===== config.mk =====
export PLATFORM = sky130hd
export DESIGN_NAME = row_end_mode_detector_top_flat
export DESIGN_NICKNAME = d
export VERILOG_FILES = /design/src/rtl/rem_pkg.sv /design/src/rtl/rem_ifs.sv /design/src/rtl/rem_cfg_regs.sv /design/src/rtl/rem_point_stage.sv /design/src/rtl/rem_frame_core.sv /design/src/rtl/row_end_mode_detector_top.sv /design/src/flat_wrapper.sv
export SDC_FILE = /design/constraint.sdc
export NUM_CORES = 1
export LEC_CHECK = 0
export ABC_AREA = 1
export BUFFER_PORTS_ARGS = -buffer_cell sky130_fd_sc_hd__buf_2
export CAP_MARGIN = 20
export CORE_UTILIZATION = 50
export DETAILED_ROUTE_END_ITERATION = 7
export PLACE_DENSITY = 0.67
export SYNTH_ARGS = -nofsm -noshare
export SYNTH_HDL_FRONTEND = slang
export SYNTH_SLANG_ARGS = --single-unit

===== constraint.sdc =====
create_clock -name clock -period 20 [get_ports clock]
set_input_delay 4 -clock clock [delete_from_list [all_inputs] [get_ports clock]]
set_output_delay 4 -clock clock [all_outputs]
set_load 0.02 [all_outputs]

===== src/rtl/rem_pkg.sv =====
// Types and constants of the row-end mode detector.
package rem_pkg;

   localparam int unsigned CSR_IDX_W  = 3;
   localparam int unsigned CSR_DATA_W = 16;

   typedef enum logic [CSR_IDX_W-1:0] {
      CSR_GROUND_Z_LOW    = 3'd0,
      CSR_GROUND_Z_HIGH   = 3'd1,
      CSR_END_RATIO_PCT   = 3'd2,
      CSR_START_RATIO_PCT = 3'd3,
      CSR_COUNT_LIMIT     = 3'd4
   } csr_idx_type;

   localparam logic signed [15:0] GROUND_Z_LOW_RST    = -16'sd375;
   localparam logic signed [15:0] GROUND_Z_HIGH_RST   = -16'sd365;
   localparam logic [6:0]         END_RATIO_PCT_RST   = 7'd20;
   localparam logic [6:0]         START_RATIO_PCT_RST = 7'd75;
   localparam logic [7:0]         COUNT_LIMIT_RST     = 8'd20;

   localparam logic [6:0]         PCT_SCALE  = 7'd100;
   localparam logic [7:0]         MODE_CNT_MAX = 8'hFF;
   localparam logic [15:0]        OUT_MAX    = 16'hFFFF;

   typedef struct packed {
      logic signed [15:0] ground_z_low;
      logic signed [15:0] ground_z_high;
      logic [6:0]         end_ratio_pct;
      logic [6:0]         start_ratio_pct;
      logic [7:0]         count_limit;
   } cfg_type;

   typedef struct packed {
      logic signed [15:0] point_x;
      logic signed [15:0] point_z;
      logic               frame_last;
   } pt_type;

   typedef struct packed {
      logic        turning_mode;
      logic [15:0] valid_points;
      logic [15:0] ahead_points;
   } rsp_type;

endpackage


===== src/rtl/rem_ifs.sv =====
// Channel interfaces: point input, frame result and register write.
interface rem_req_if;
   logic               valid;
   logic               ready;
   logic signed [15:0] point_x;
   logic signed [15:0] point_z;
   logic               frame_last;

   modport source (output valid, point_x, point_z, frame_last, input ready);
   modport sink (input valid, point_x, point_z, frame_last, output ready);
endinterface

interface rem_rsp_if;
   logic        valid;
   logic        ready;
   logic        turning_mode;
   logic [15:0] valid_points;
   logic [15:0] ahead_points;

   modport source (output valid, turning_mode, valid_points, ahead_points, input ready);
   modport sink (input valid, turning_mode, valid_points, ahead_points, output ready);
endinterface

interface rem_csr_if;
   logic        valid;
   logic        ready;
   logic [2:0]  index;
   logic [15:0] data;

   modport source (output valid, index, data, input ready);
   modport sink (input valid, index, data, output ready);
endinterface


===== src/rtl/rem_cfg_regs.sv =====
// Configuration register file.
module rem_cfg_regs
   import rem_pkg::*;
(
   input  logic    clock,
   input  logic    reset,
   rem_csr_if.sink csr,
   output cfg_type cfg
);

   cfg_type     cfg_ff;
   cfg_type     cfg_in;
   csr_idx_type idx;

   assign csr.ready = 1'b1;
   assign idx       = csr_idx_type'(csr.index);
   assign cfg       = cfg_ff;

   always_comb begin
      cfg_in = cfg_ff;
      if (csr.valid) begin
         unique case (idx)
            CSR_GROUND_Z_LOW:    cfg_in.ground_z_low    = csr.data;
            CSR_GROUND_Z_HIGH:   cfg_in.ground_z_high   = csr.data;
            CSR_END_RATIO_PCT:   cfg_in.end_ratio_pct   = csr.data[6:0];
            CSR_START_RATIO_PCT: cfg_in.start_ratio_pct = csr.data[6:0];
            CSR_COUNT_LIMIT:     cfg_in.count_limit     = csr.data[7:0];
            default:             cfg_in = cfg_ff;
         endcase
      end
   end

   always_ff @(posedge clock) begin
      if (reset) begin
         cfg_ff.ground_z_low    <= GROUND_Z_LOW_RST;
         cfg_ff.ground_z_high   <= GROUND_Z_HIGH_RST;
         cfg_ff.end_ratio_pct   <= END_RATIO_PCT_RST;
         cfg_ff.start_ratio_pct <= START_RATIO_PCT_RST;
         cfg_ff.count_limit     <= COUNT_LIMIT_RST;
      end else begin
         cfg_ff <= cfg_in;
      end
   end

endmodule


===== src/rtl/rem_point_stage.sv =====
// Input register for point beats.
module rem_point_stage
   import rem_pkg::*;
(
   input  logic    clock,
   input  logic    reset,
   rem_req_if.sink req,
   output logic    pt_valid,
   output pt_type  pt,
   input  logic    pt_take
);

   logic   valid_ff;
   logic   valid_in;
   pt_type pt_ff;
   logic   accept;

   assign req.ready = !valid_ff || pt_take;
   assign accept    = req.valid && req.ready;
   assign valid_in  = accept || (valid_ff && !pt_take);
   assign pt_valid  = valid_ff;
   assign pt        = pt_ff;

   always_ff @(posedge clock) begin
      if (reset) begin
         valid_ff <= 1'b0;
      end else begin
         valid_ff <= valid_in;
      end
   end

   always_ff @(posedge clock) begin
      if (accept) begin
         pt_ff.point_x    <= req.point_x;
         pt_ff.point_z    <= req.point_z;
         pt_ff.frame_last <= req.frame_last;
      end
   end

endmodule


===== src/rtl/rem_frame_core.sv =====
// Point classification, frame tallies, mode counters and result register.
module rem_frame_core
   import rem_pkg::*;
#(
   parameter int unsigned COUNT_WIDTH = 16
) (
   input  logic    clock,
   input  logic    reset,
   input  cfg_type cfg,
   input  logic    pt_valid,
   input  pt_type  pt,
   output logic    pt_take,
   output logic    rsp_valid,
   input  logic    rsp_ready,
   output rsp_type rsp_data
);

   localparam int unsigned PW = COUNT_WIDTH + 7;
   localparam int unsigned OW = (COUNT_WIDTH > 16) ? COUNT_WIDTH : 16;

   logic [COUNT_WIDTH-1:0] valid_tally_ff, valid_tally_in, valid_nx;
   logic [COUNT_WIDTH-1:0] ahead_tally_ff, ahead_tally_in, ahead_nx;
   logic                   turning_ff, turning_in, turning_eval;
   logic [7:0]             end_cnt_ff, end_cnt_in, end_eval, end_bumped;
   logic [7:0]             start_cnt_ff, start_cnt_in, start_eval, start_bumped;
   logic                   rsp_valid_ff, rsp_valid_in;
   rsp_type                rsp_ff;
   logic                   is_ground, is_valid, is_ahead;
   logic                   frame_done, any_valid;
   logic [PW-1:0]          ahead100, end_prod, start_prod;
   logic [OW-1:0]          valid_ext, ahead_ext;
   logic [15:0]            valid_out, ahead_out;

   assign is_ground = (pt.point_z > cfg.ground_z_low) && (pt.point_z < cfg.ground_z_high);
   assign is_valid  = !is_ground;
   assign is_ahead  = is_valid && (pt.point_x > 16'sd0);

   assign valid_nx = (is_valid && (valid_tally_ff != '1)) ?
                     valid_tally_ff + 1'b1 : valid_tally_ff;
   assign ahead_nx = (is_ahead && (ahead_tally_ff != '1)) ?
                     ahead_tally_ff + 1'b1 : ahead_tally_ff;

   assign pt_take    = pt_valid && (!pt.frame_last || !rsp_valid_ff || rsp_ready);
   assign frame_done = pt_take && pt.frame_last;

   assign ahead100   = PW'(ahead_nx) * PW'(PCT_SCALE);
   assign end_prod   = PW'(cfg.end_ratio_pct) * PW'(valid_nx);
   assign start_prod = PW'(cfg.start_ratio_pct) * PW'(valid_nx);
   assign any_valid  = (valid_nx != '0);

   assign end_bumped = (any_valid && (ahead100 < end_prod) && (end_cnt_ff != MODE_CNT_MAX)) ?
                       end_cnt_ff + 8'd1 : end_cnt_ff;
   assign start_bumped = (any_valid && (ahead100 > start_prod) &&
                          (start_cnt_ff != MODE_CNT_MAX)) ?
                         start_cnt_ff + 8'd1 : start_cnt_ff;

   always_comb begin
      turning_eval = turning_ff;
      end_eval     = end_cnt_ff;
      start_eval   = start_cnt_ff;
      if (!turning_ff) begin
         if (end_bumped > cfg.count_limit) begin
            turning_eval = 1'b1;
            end_eval     = 8'd0;
         end else begin
            end_eval = end_bumped;
         end
      end else begin
         if (start_bumped > cfg.count_limit) begin
            turning_eval = 1'b0;
            start_eval   = 8'd0;
         end else begin
            start_eval = start_bumped;
         end
      end
   end

   assign valid_ext = OW'(valid_nx);
   assign ahead_ext = OW'(ahead_nx);
   assign valid_out = (valid_ext > OW'(OUT_MAX)) ? OUT_MAX : valid_ext[15:0];
   assign ahead_out = (ahead_ext > OW'(OUT_MAX)) ? OUT_MAX : ahead_ext[15:0];

   always_comb begin
      valid_tally_in = valid_tally_ff;
      ahead_tally_in = ahead_tally_ff;
      turning_in     = turning_ff;
      end_cnt_in     = end_cnt_ff;
      start_cnt_in   = start_cnt_ff;
      if (pt_take) begin
         if (pt.frame_last) begin
            valid_tally_in = '0;
            ahead_tally_in = '0;
            turning_in     = turning_eval;
            end_cnt_in     = end_eval;
            start_cnt_in   = start_eval;
         end else begin
            valid_tally_in = valid_nx;
            ahead_tally_in = ahead_nx;
         end
      end
   end

   assign rsp_valid_in = frame_done || (rsp_valid_ff && !rsp_ready);

   always_ff @(posedge clock) begin
      if (reset) begin
         valid_tally_ff <= '0;
         ahead_tally_ff <= '0;
         turning_ff     <= 1'b0;
         end_cnt_ff     <= 8'd0;
         start_cnt_ff   <= 8'd0;
         rsp_valid_ff   <= 1'b0;
      end else begin
         valid_tally_ff <= valid_tally_in;
         ahead_tally_ff <= ahead_tally_in;
         turning_ff     <= turning_in;
         end_cnt_ff     <= end_cnt_in;
         start_cnt_ff   <= start_cnt_in;
         rsp_valid_ff   <= rsp_valid_in;
      end
   end

   always_ff @(posedge clock) begin
      if (frame_done) begin
         rsp_ff.turning_mode <= turning_eval;
         rsp_ff.valid_points <= valid_out;
         rsp_ff.ahead_points <= ahead_out;
      end
   end

   assign rsp_valid = rsp_valid_ff;
   assign rsp_data  = rsp_ff;

endmodule


===== src/rtl/row_end_mode_detector_top.sv =====
// Row-end mode detector top level.
// Points enter on req_bus, one per beat: point_x, point_z (signed mm) and
// frame_last on the final point of a scan frame. Non-ground points are
// tallied; the frame_last beat closes the frame and yields one beat on
// rsp_bus with the mode after that frame and the frame's saturated tallies.
// Registers must be written by the user on csr_bus (index, data) only while
// no point is in flight; the block does not enforce it. A point lands in
// the input register at its accepting edge; the frame result is registered
// when its frame_last point is taken. Throughput: one point per cycle, but
// for the stall below, set by the single input register feeding the tally
// and compare logic. A stalled rsp_bus holds its beat; points keep flowing
// until a second frame_last reaches the input register, which then holds
// and drops req_bus.ready until the pending result is taken.
// Reset clears tallies, mode (driving), both mode counters and all valid
// flags, and loads the register defaults.
module row_end_mode_detector_top
   import rem_pkg::*;
#(
   parameter int unsigned COUNT_WIDTH = 16
) (
   input  logic        clock,
   input  logic        reset,
   rem_req_if.sink     req_bus,
   rem_rsp_if.source   rsp_bus,
   rem_csr_if.sink     csr_bus
);

   cfg_type cfg;
   pt_type  pt;
   logic    pt_valid;
   logic    pt_take;
   rsp_type rsp_data;
   logic    rsp_valid;

   rem_cfg_regs u_cfg (
      .clock (clock),
      .reset (reset),
      .csr   (csr_bus),
      .cfg   (cfg)
   );

   rem_point_stage u_pt (
      .clock    (clock),
      .reset    (reset),
      .req      (req_bus),
      .pt_valid (pt_valid),
      .pt       (pt),
      .pt_take  (pt_take)
   );

   rem_frame_core #(
      .COUNT_WIDTH (COUNT_WIDTH)
   ) u_core (
      .clock     (clock),
      .reset     (reset),
      .cfg       (cfg),
      .pt_valid  (pt_valid),
      .pt        (pt),
      .pt_take   (pt_take),
      .rsp_valid (rsp_valid),
      .rsp_ready (rsp_bus.ready),
      .rsp_data  (rsp_data)
   );

   assign rsp_bus.valid        = rsp_valid;
   assign rsp_bus.turning_mode = rsp_data.turning_mode;
   assign rsp_bus.valid_points = rsp_data.valid_points;
   assign rsp_bus.ahead_points = rsp_data.ahead_points;

endmodule


===== src/flat_wrapper.sv =====
// flat-port wrapper written by rule: the top's interface ports become plain ports
module row_end_mode_detector_top_flat import rem_pkg::*;
#(
   parameter int unsigned COUNT_WIDTH = 16
)
  (clock, reset, req_bus_valid, req_bus_point_x, req_bus_point_z, req_bus_frame_last, req_bus_ready, rsp_bus_valid, rsp_bus_turning_mode, rsp_bus_valid_points, rsp_bus_ahead_points, rsp_bus_ready, csr_bus_valid, csr_bus_index, csr_bus_data, csr_bus_ready);
  rem_req_if req_bus_i ();
  rem_rsp_if rsp_bus_i ();
  rem_csr_if csr_bus_i ();
  input  logic clock;
  input  logic reset;
  input wire logic [$bits(req_bus_i.valid)-1:0] req_bus_valid;
  input wire logic [$bits(req_bus_i.point_x)-1:0] req_bus_point_x;
  input wire logic [$bits(req_bus_i.point_z)-1:0] req_bus_point_z;
  input wire logic [$bits(req_bus_i.frame_last)-1:0] req_bus_frame_last;
  output wire logic [$bits(req_bus_i.ready)-1:0] req_bus_ready;
  output wire logic [$bits(rsp_bus_i.valid)-1:0] rsp_bus_valid;
  output wire logic [$bits(rsp_bus_i.turning_mode)-1:0] rsp_bus_turning_mode;
  output wire logic [$bits(rsp_bus_i.valid_points)-1:0] rsp_bus_valid_points;
  output wire logic [$bits(rsp_bus_i.ahead_points)-1:0] rsp_bus_ahead_points;
  input wire logic [$bits(rsp_bus_i.ready)-1:0] rsp_bus_ready;
  input wire logic [$bits(csr_bus_i.valid)-1:0] csr_bus_valid;
  input wire logic [$bits(csr_bus_i.index)-1:0] csr_bus_index;
  input wire logic [$bits(csr_bus_i.data)-1:0] csr_bus_data;
  output wire logic [$bits(csr_bus_i.ready)-1:0] csr_bus_ready;
  assign req_bus_i.valid = req_bus_valid;
  assign req_bus_i.point_x = req_bus_point_x;
  assign req_bus_i.point_z = req_bus_point_z;
  assign req_bus_i.frame_last = req_bus_frame_last;
  assign req_bus_ready = req_bus_i.ready;
  assign rsp_bus_valid = rsp_bus_i.valid;
  assign rsp_bus_turning_mode = rsp_bus_i.turning_mode;
  assign rsp_bus_valid_points = rsp_bus_i.valid_points;
  assign rsp_bus_ahead_points = rsp_bus_i.ahead_points;
  assign rsp_bus_i.ready = rsp_bus_ready;
  assign csr_bus_i.valid = csr_bus_valid;
  assign csr_bus_i.index = csr_bus_index;
  assign csr_bus_i.data = csr_bus_data;
  assign csr_bus_ready = csr_bus_i.ready;
  row_end_mode_detector_top #(.COUNT_WIDTH(COUNT_WIDTH)) u_core (.clock(clock), .reset(reset), .req_bus(req_bus_i), .rsp_bus(rsp_bus_i), .csr_bus(csr_bus_i));
endmodule

---- Word level (Yosys, flattened, before mapping) ----
Index checks and enable logic that the tools add are counted.
storage, ports and cells
  register bits ........................... 171
  output and inout port bits .............. 36
  word-level logic and storage cells ...... 88
cells by class
  $add $sub $neg .......................... 4
  multiply operators ...................... 3
  order comparisons ....................... 9
  eq/ne operators ......................... 8
  mux-type cells .......................... 11
  bitwise operators ....................... 1
  reduce and logical (&&, ||, !) cells .... 34
operator list
  kind                   count
  $mux 16                4
  $mul 7x16->23          2
  $add 16x1->16 const B  2
  $gt 16x16->1 const B   2
  $mux 8                 4
  $ne 16x16->1 const B   2
  $gt 23x23->1           1
  $lt 23x23->1           1
  $mul 16x5->21 const B  1
  $add 8x1->8 const B    2
  $gt 16x1->1 const B    1
  $gt 16x16->1           1
  $gt 8x8->1             2
  $lt 16x16->1           1
  $ne 8x8->1 const B     2
  $reduce_bool 16->1     1
  $logic_and 1x1->1      13
  $reduce_and 2->1       6
  $eq 3x2->1 const B     2
  $logic_not 1->1        6
  $reduce_and 3->1       2
  $logic_or 1x1->1       5
  $eq 3x1->1 const B     1
  $eq 3x3->1 const B     1
  other kinds (3)        5

---- Logic depth before layout (Yosys ltp) ----
Gate-level depths: netlist of run 1.
  word-level depth ........................ 14
  mapped depth ............................ 62
  gate-level depth less buffers ........... 59

---- Cells and area by module ----
A second synthesis of run 1 with hierarchy kept.
unflattened totals
  cell total of the unflattened synthesis .. 2,229
  area, all modules ....................... 17,709.5 µm²
by module, submodules not included
  module           times used  cells each  area an instance (µm²)
  rem_frame_core   1           1,901       14,547.7
  rem_cfg_regs     1           289         2,123.3
  rem_point_stage  1           39          1,038.5

---- Least setup slack after synthesis of run 1 ----
No wires, ideal clock.
  path type ............................... reg-to-reg
  from .................................... register u_core.u_pt.pt_ff, in the netlist u_core.u_pt.pt[16]
  to ...................................... register u_core.u_core.start_cnt_ff[0]
  data arrival time ....................... 9.221 ns
  data required time ...................... 19.930 ns
  path slack .............................. 10.709 ns
  cell stages (with the launch flop) ...... 52
  period minus slack after synthesis ...... 9.291 ns
  cells stage by stage .................... edfxtp_1 > ha_1 > nand2_1 > inv_2 > o21ai_1 > nand2_1 > nor2_1 > nand2_1 > nand2_1 > nand3_2 > o21ai_2 > buf_6 > nand2_1 > nand2_2 > clkbuf_1 > nor2_1 > fa_1 > inv_1 > [... 16 more ...] > xor2_1 > ha_1 > nand2_1 > inv_1 > nand2_1 > nor4_1 > a21oi_1 > a31oi_4 > nand4_1 > and2_1 > ha_1 > a21oi_1 > o21ai_0 > nand2_1 > o211ai_1 > a21oi_1 > nand3_1 > a21oi_1
between the ends
  cells in the longest elaborated chain, start to end .. 13
RTL lines
  what                                          line                   text
  start: declaration                            rem_point_stage.sv:15  pt_type pt_ff;
  $gt 16x16->1 or $lt 16x16->1 (tied branches)  rem_frame_core.sv:34   assign is_ground = (pt.point_z > cfg.ground_z_low) && (pt.point_z < cfg.ground_z_high);
  $logic_and 1x1->1 (*)                         rem_frame_core.sv:34
  $logic_not 1->1 (*)                           rem_frame_core.sv:35   assign is_valid = !is_ground;
  $logic_and 1x1->1                             rem_frame_core.sv:36   assign is_ahead = is_valid && (pt.point_x > 16'sd0);
  $logic_and 1x1->1                             rem_frame_core.sv:40   assign ahead_nx = (is_ahead && (ahead_tally_ff != '1)) ?
  $mux 16                                       rem_frame_core.sv:40
  $mul 16x5->21                                 rem_frame_core.sv:46   assign ahead100 = PW'(ahead_nx) * PW'(PCT_SCALE);
  $gt 23x23->1                                  rem_frame_core.sv:53   assign start_bumped = (any_valid && (ahead100 > start_prod) &&
  $logic_and 1x1->1 (*) (2 in a row)            rem_frame_core.sv:53
  $mux 8 (*)                                    rem_frame_core.sv:54   (start_cnt_ff != MODE_CNT_MAX)) ?
  $gt 8x8->1                                    rem_frame_core.sv:69   if (start_bumped > cfg.count_limit) begin
  $mux 8 (*)                                    rem_frame_core.sv:69
  end signal: assignment                        rem_frame_core.sv:118  start_cnt_ff <= start_cnt_in;
  end: declaration                              rem_frame_core.sv:25   logic [7:0] start_cnt_ff, start_cnt_in, start_eval, start_bumped;
Mark *: on every way between the ends. The rest lies on a longest branch, timed or not.
A chain may end at the register's enable or synchronous reset.

---- Final worst setup path of run 1 ----
  from .................................... register u_core.u_pt.pt_ff, in the netlist u_core.u_pt.pt[14]
  to ...................................... register u_core.u_core.start_cnt_ff[7]
RTL lines
  what                                          line                  text
  $gt 16x16->1 or $lt 16x16->1 (tied branches)  rem_frame_core.sv:34
  $logic_and 1x1->1 (*)                         rem_frame_core.sv:34
  $logic_not 1->1 (*)                           rem_frame_core.sv:35
  $logic_and 1x1->1 (*)                         rem_frame_core.sv:38  assign valid_nx = (is_valid && (valid_tally_ff != '1)) ?
  $mux 16 (*)                                   rem_frame_core.sv:38
  net u_core.u_core.valid_ext[1]                rem_frame_core.sv:31  logic [OW-1:0] valid_ext, ahead_ext;
  $mul 7x16->23                                 rem_frame_core.sv:48  assign start_prod = PW'(cfg.start_ratio_pct) * PW'(valid_nx);
  $gt 23x23->1                                  rem_frame_core.sv:53
  $logic_and 1x1->1 (*) (2 in a row)            rem_frame_core.sv:53
  $mux 8 (*)                                    rem_frame_core.sv:54
  $gt 8x8->1                                    rem_frame_core.sv:69
  $mux 8 (*)                                    rem_frame_core.sv:69
The timed path passes the listed nets; every way through them passes the cells marked *.

==> results of run 1 <==
-- metal layers --
metal  wire [um]  vias up  track usage, %
met2       21500      453            44.3
met4        1470        0            9.85
met1       19800     6871            34.7
met5           0        -               0
met3        2750       89            4.27
li1            -     6965               -
-- worst min-delay path, cell delays in order, from the launching register on --
cell and delay [ns]:
dfxtp_1 0.30, inv_1 0.07, a21oi_1 0.06
-- path summary, 6_finish.rpt --
path | endpoint | start | depth (start not counted)
setup reg to reg | u_core.u_core.start_cnt_ff[7]$_SDFFE_PP0P_ | u_core.u_pt.pt[14]$_DFFE_PP_ | 50
hold reg to reg | u_core.u_cfg.cfg[40]$_SDFFE_PP0P_ | u_core.u_cfg.cfg[40]$_SDFFE_PP0P_ | 2
hold / removal | u_core.u_cfg.cfg[40]$_SDFFE_PP0P_ | u_core.u_cfg.cfg[40]$_SDFFE_PP0P_ | 2
setup / recovery | u_core.u_core.start_cnt_ff[7]$_SDFFE_PP0P_ | u_core.u_pt.pt[14]$_DFFE_PP_ | 50
-- final cells by class --
cell class              count  share of cell area (%)
multi-input cells        1522                    61.5
repair buffers             99                    2.75
clock inverters            15                   0.941
well taps                 448                    2.99
clock buffers              17                    2.27
flip-flops and latches    171                    21.8
inverters                 387                    7.76
-- power by group --
part	switching [mW]	total (mW)	internal (mW)
Sequential	0.00720	0.381	0.374
Clock	0.174	0.353	0.179
Combinational	0.369	0.577	0.208
-- placed cells by master, fill, tap and decap left out, types with 5 or more instances in the layout --
| master | n |
|---|---|
| nand2_1 | 389 |
| inv_1 | 376 |
| ha_1 | 228 |
| nor2_1 | 202 |
| a21oi_1 | 164 |
| fa_1 | 149 |
| dfxtp_1 | 105 |
| buf_2 | 91 |
| nand3_1 | 71 |
| edfxtp_1 | 66 |
| xor2_1 | 63 |
| o21ai_0 | 53 |
| xnor2_1 | 31 |
| nand4_1 | 26 |
| o211ai_1 | 25 |
| clkbuf_16 | 17 |
| nor4_1 | 14 |
| o21ai_1 | 12 |
| nor3_1 | 12 |
| nand2_2 | 11 |
| a21boi_0 | 8 |
| buf_4 | 8 |
| inv_2 | 7 |
| a31oi_1 | 7 |
| and2_1 | 7 |
| nand3_2 | 6 |
| nor2_2 | 6 |
| a21o_1 | 5 |
| o31ai_1 | 5 |
-- registers in the layout, summed over array words and instances, names as in the netlist --
name / count
u_core.u_cfg.cfg: 54
u_core.u_core.end_cnt_ff: 8
u_core.u_core.valid_tally_ff: 16
u_core.u_core.rsp_valid: 1
u_core.u_pt.pt: 33
u_core.u_core.ahead_tally_ff: 16
u_core.u_pt.pt_valid: 1
u_core.u_core.start_cnt_ff: 8
u_core.u_core.rsp_data: 33
u_core.u_core.turning_ff: 1
-- Yosys cell counts (all sizes together) (8+ instances only) --
| cell type | number | area, um2 |
|---|---|---|
| buf | 9 | 67.6 |
| nor2 | 208 | 793 |
| xnor2 | 31 | 272 |
| ha | 228 | 2850 |
| inv | 383 | 1440 |
| xor2 | 63 | 552 |
| clkbuf | 49 | 184 |
| dfxtp | 105 | 2100 |
| o211ai | 25 | 188 |
| nand3 | 78 | 433 |
| nor4 | 14 | 87.6 |
| fa | 149 | 2980 |
| edfxtp | 66 | 1980 |
| a21oi | 164 | 821 |
| a21boi | 8 | 60.1 |
| nand2 | 401 | 1540 |
| o21ai | 66 | 334 |
| nand4 | 26 | 163 |
| nor3 | 15 | 85.1 |
| a31oi | 8 | 65.1 |
-- metrics by stage --
step,setup slack [ns],hold WS [ns]
final,8.59,0.469
after global routing,7.88,0.486
after CTS,8.79,0.470
after detailed placement,8.84,0.457
after global placement,8.91,0.449
after floorplan,10.71,0.429
-- cells by family (layout without fill, tap and decap cells) --
group,count (synthesis),count (layout),share of synthesized area [%]
flip-flops,171,171,23.6
buffers and inverters,445,518,9.85
AO/OA/AOI/OAI,299,299,9.77
other,1,1,0.0217
multiplexers,1,1,0.0651
AND/OR/NAND/NOR,750,750,18.2
XOR/XNOR,94,94,4.76
adder cells (fa/ha/maj),377,377,33.7
==> results.md, run 1 <==
* Worst Setup End Kind: flip-flop
* Clk buf depth at 2
* Number of global-route vias before repair at 14400
* Fraction of registers with async set or reset after synthesis at 0%
* Cell mode on critical path: nand2_1
* Share of cells above drive strength 1 at 7.69%
* Mapped Avg Cell Area at 8.09 um2
* Routed wire length at 45600 um
* Resized cells post-CTS at 0
* Routed Antenna Nets at 0
* Headroom to the max-slew limit at 39.5%
* Post-CTS Repair Setup Buffers at 0
* RSZ-0062 raised after global routing: no
* Least-Margin Pin Slew at 0.905 ns
* Worst min path class: flip-flop to flip-flop
* Total Routing Usage GR at 26.6%
* Final setup fails at 0
* Vias/cell at 5.41
* Design area at 0.0187 mm2
* Setup CP Type: flip-flop to flip-flop
* Area of the multi-input gates at 0.0115 mm2
* CTS Buf Count at 17
* Port Buffers at 91
* Initial DRC Count at 951
* Syn nets at 2572
* Status: finished clean
* Synthesized area at 0.0173 mm2
* Fillers at 3227
* Post-route minimum period at 11.41 ns
* Hold Buf Count CTS at 0
* P_leak at 9.57 nW
* Row cnt at 67
* Critical Path Max Stage Delay at 0.59 ns
* Area grow syn2layout at 8.29%
* Dpl cells at 2627
* TNS Setup at 0 ns
* # DRC at 0
* H-tree levels at 4
* Detailed placer's ending HPWL at 35200 um
* Crit start category: flip-flop
* Initial antenna violation count at 0
* CTS tree: done
* Largest net degree at the start of global routing at 56
* Hold Vio Cnt, Final at 0
* N_diodes at 0
* Total core area at 0.0338 mm2
* Routability cong. at 1.03
* Max-cap violations at 0
* Post-Place Cell Area at 0.0181 mm2
* Worst vdd ir at 84.4 uV
* Non-Filler Instances at 2659
* Layout net count at 2632
* Gate Count Post-Synth at 2138
* First-pass GRT wire length at 74000 um
* # IOs at 93
* Die X at 188 um
* Tot Pwr at 1.31 mW
* DR vias at 14400
* First-pass DRT Iterations at 5
* Fmax achieved at 87.7 MHz
* Predominant post-synthesis flop cell: dfxtp_1
* Max Clock Skew at 0.0146 ns
* Starting Density at 51.2%
* Die ar. at 0.0354 mm2
* CP max-delay cell: a21oi_1
* Die height at 188 um
* Post-synth EDFFs at 66
* Routed WL per cell at 17.1 um
* Reg area at 0.00408 mm2
* Yosys warning total at 0
* Pwr per Cell Area at 69.9 mW/mm2
* Latest clock arrival within the worst-skew pair at 0.46 ns
* Synth Register Bits at 171
* Final worst-path cycle share at 57.0%
* Worst EP arrival at 11.79 ns
* Critical path required time at 20.38 ns
* Pins Over Slew Limit at 0
* Worst Path Max Fanout at 14
* Worst Path Buf+Inv at 6
* CTS Sinks at 171
* Final core utilization at 55.5%
* Clk slew on worst S/H paths at 0.08 ns
* Sequential area share after synthesis at 23.6%
* Crit-path leading delay family: compound AO/OA/AOI/OAI gates
* Reg2Reg Setup Slack at 8.59 ns
* Gr ovfl total at 0
* Root buf cell: clkbuf_16
* Distinct cells, synth at 48
(Power assumes the default switching activity.)
==> inputs of run 2 (changes only) <==
--- a/config.mk
+++ b/config.mk
@@ -10,7 +10,7 @@
 export CAP_MARGIN = 20
 export CORE_UTILIZATION = 50
 export DETAILED_ROUTE_END_ITERATION = 7
-export PLACE_DENSITY = 0.67
+export PLACE_DENSITY = 0.7
 export SYNTH_ARGS = -nofsm -noshare
 export SYNTH_HDL_FRONTEND = slang
 export SYNTH_SLANG_ARGS = --single-unit
==> constraint.sdc (replaced) <==
create_clock -name clock -period 9.6 [get_ports clock]
set_input_delay 1.92 -clock clock [delete_from_list [all_inputs] [get_ports clock]]
set_output_delay 1.92 -clock clock [all_outputs]
set_load 0.02 [all_outputs]
==> run 2 against run 1 <==
Compared with the run above:
- critical path depth increased by 6
- clock skew about the same
- hold slack got worse by 0.0045 ns
- largest power group unchanged
- sequential share of layout area decreased by 1.7 points
- global-route usage decreased by 0.56 points
- sequential power increased by 110%
- first-iteration DRC count increased by 0.95%
- count of clock-buffer cells in the layout increased by 5
- clock power increased by 100%
- critical path type unchanged
- highest routed layer unchanged
==> results.md, run 2 (synthesis gave the netlist of run 1 again) <==
* Routability cong. at 0.923
* Worst min path class: flip-flop to flip-flop
* Latest clock arrival within the worst-skew pair at 0.46 ns
* Routed WL per cell at 16.8 um
* P_leak at 10.2 nW
* N_diodes at 0
* Design area at 0.0203 mm2
* Pins Over Slew Limit at 0
* Share of cells above drive strength 1 at 17.1%
* # IOs at 93
* Met3 Usage GRT at 3.74%
* Row cnt at 67
* Worst EP arrival at 9.60 ns
* Die height at 188 um
* CTS tree: done
* Initial antenna violation count at 0
* # DRC at 0
* Total Routing Usage GR at 26.0%
* Initial DRC Count at 960
* Hold Vio Cnt, Final at 0
* Layout net count at 2743
* Area of the multi-input gates at 0.0122 mm2
* Fmax achieved at 108 MHz
* Largest net degree at the start of global routing at 56
* Post-Place Cell Area at 0.0188 mm2
* Clk buf depth at 2
* Total core area at 0.0338 mm2
* Reg area at 0.00408 mm2
* DR vias at 14900
* Die ar. at 0.0354 mm2
* GR Layer Usage met2 at 43.9%
* Pwr per Cell Area at 144 mW/mm2
* Final worst-path cycle share at 96.3%
* Most common cell after layout, fill and taps aside: inv_1
* Tot Pwr at 2.94 mW
* First-pass GRT wire length at 72400 um
* Global-route track usage on met1 at 32.8%
* Detailed placer's ending HPWL at 35400 um
* Least-Margin Pin Slew at 0.718 ns
* Die X at 188 um
* Worst vdd ir at 145 uV
* Routed Antenna Nets at 0
* Max Clock Skew at 0.0141 ns
* Busiest layer in global routing: met2
* Routed wire length at 46500 um
* Critical path required time at 9.96 ns
* Most frequent cells in the layout: 372 x inv_1, 361 x nand2_1, 206 x ha_1
* Cell mode on critical path: nand2_1
* H-tree levels at 4
* Max-cap violations at 0
* Worst Setup End Kind: flip-flop
* Worst Path Max Fanout at 8
* Crit start category: flip-flop
* Critical Path Max Stage Delay at 0.54 ns
* Final setup fails at 0
* First-pass DRT Iterations at 5
* Gr ovfl total at 0
* Setup CP Type: flip-flop to flip-flop
* Clk slew on worst S/H paths at 0.07 ns
* CTS Buf Count at 17
* Max reg flops at 54
* Area grow syn2layout at 17.5%
* Status: finished clean
* CTS Sinks at 171
* CP max-delay cell: fa_1
* Headroom to the max-slew limit at 52.1%
* Starting Density at 51.2%
* Fillers at 2980
* Root buf cell: clkbuf_16
* Number of global-route vias before repair at 14500
* Post-route minimum period at 9.24 ns
* Vias/cell at 5.39
* Port Buffers at 91
run 2: cell count changes in the layout (fill, tap and decap cells not counted), sizes merged:
| cell | previous run | this run |
|---|---|---|
| clkbuf | 17 | 22 |
| buf | 99 | 210 |
| bufinv | 1 | 0 |
| inv | 390 | 392 |
| clkinv | 9 | 5 |
| clkinvlp | 2 | 0 |
run 2: path summary, 6_finish.rpt:
kind / cells past startpoint / slack (ns) / end / startpoint
max: 56 / 0.36 / u_core.u_core.turning_ff$_SDFFE_PP0P_ / u_core.u_pt.pt[10]$_DFFE_PP_
min: 2 / 0.46 / u_core.u_cfg.cfg[46]$_SDFFE_PP0P_ / u_core.u_cfg.cfg[46]$_SDFFE_PP0P_
max reg2reg: 56 / 0.36 / u_core.u_core.turning_ff$_SDFFE_PP0P_ / u_core.u_pt.pt[10]$_DFFE_PP_
min reg2reg: 2 / 0.46 / u_core.u_cfg.cfg[46]$_SDFFE_PP0P_ / u_core.u_cfg.cfg[46]$_SDFFE_PP0P_
run 2: through the flow:
stage               setup TNS (ns)  hold WS (ns)  instances  utilization (%)  setup WS, ns
finish                           0         0.464       2770             60.2         0.360
global route                 -1.48         0.495       2770             60.2        -0.104
CTS                              0         0.462       2741             57.6        0.0211
detailed placement           -4.40         0.452       2706             55.6        -0.499
global placement             -2.85         0.451       2706             55.6        -0.349
floorplan                        0         0.429       2138                -         0.309
run 2: power breakdown:
group          internal, mW  switching (mW)  total (mW)  leakage [nW]
logic                 0.587           0.843        1.43          8.41
clock network         0.374           0.339       0.712         0.288
registers             0.778          0.0157       0.794          1.51
run 2: what timing repair did:
| action | CTS | global route |
|---|---|---|
| hold buffers | 0 | 0 |
| setup endpoints to repair | 18 | 18 |
| pin swaps | 9 | 77 |
| setup buffers | 3 | 29 |
| gates resized for setup | 15 | 140 |
run 2: final cells by class:
type	count	area share [%]
Clock inverter	10	0.480
Inverter	387	7.15
Clock buffer	22	2.39
Timing Repair Buffer	210	7.07
Sequential cell	171	20.1
Tap cell	448	2.76
Multi-Input combinational cell	1522	60.1
run 2: worst max-delay path: cells and delay by family, from the launching register on:
kind	cells	cell delay, ns
AO/OA/AOI/OAI	15	2.19
XOR/XNOR	1	0.18
adder cells (fa/ha/maj)	8	3.24
buffers and inverters	10	1.15
flip-flops	1	0.41
AND/OR/NAND/NOR	22	1.92
run 2: metal layers:
metal,up-vias,share of wire (%)
li1,7188,-
met1,7203,42
met2,435,47
met3,95,5.5
met4,0,4.7
met5,-,0
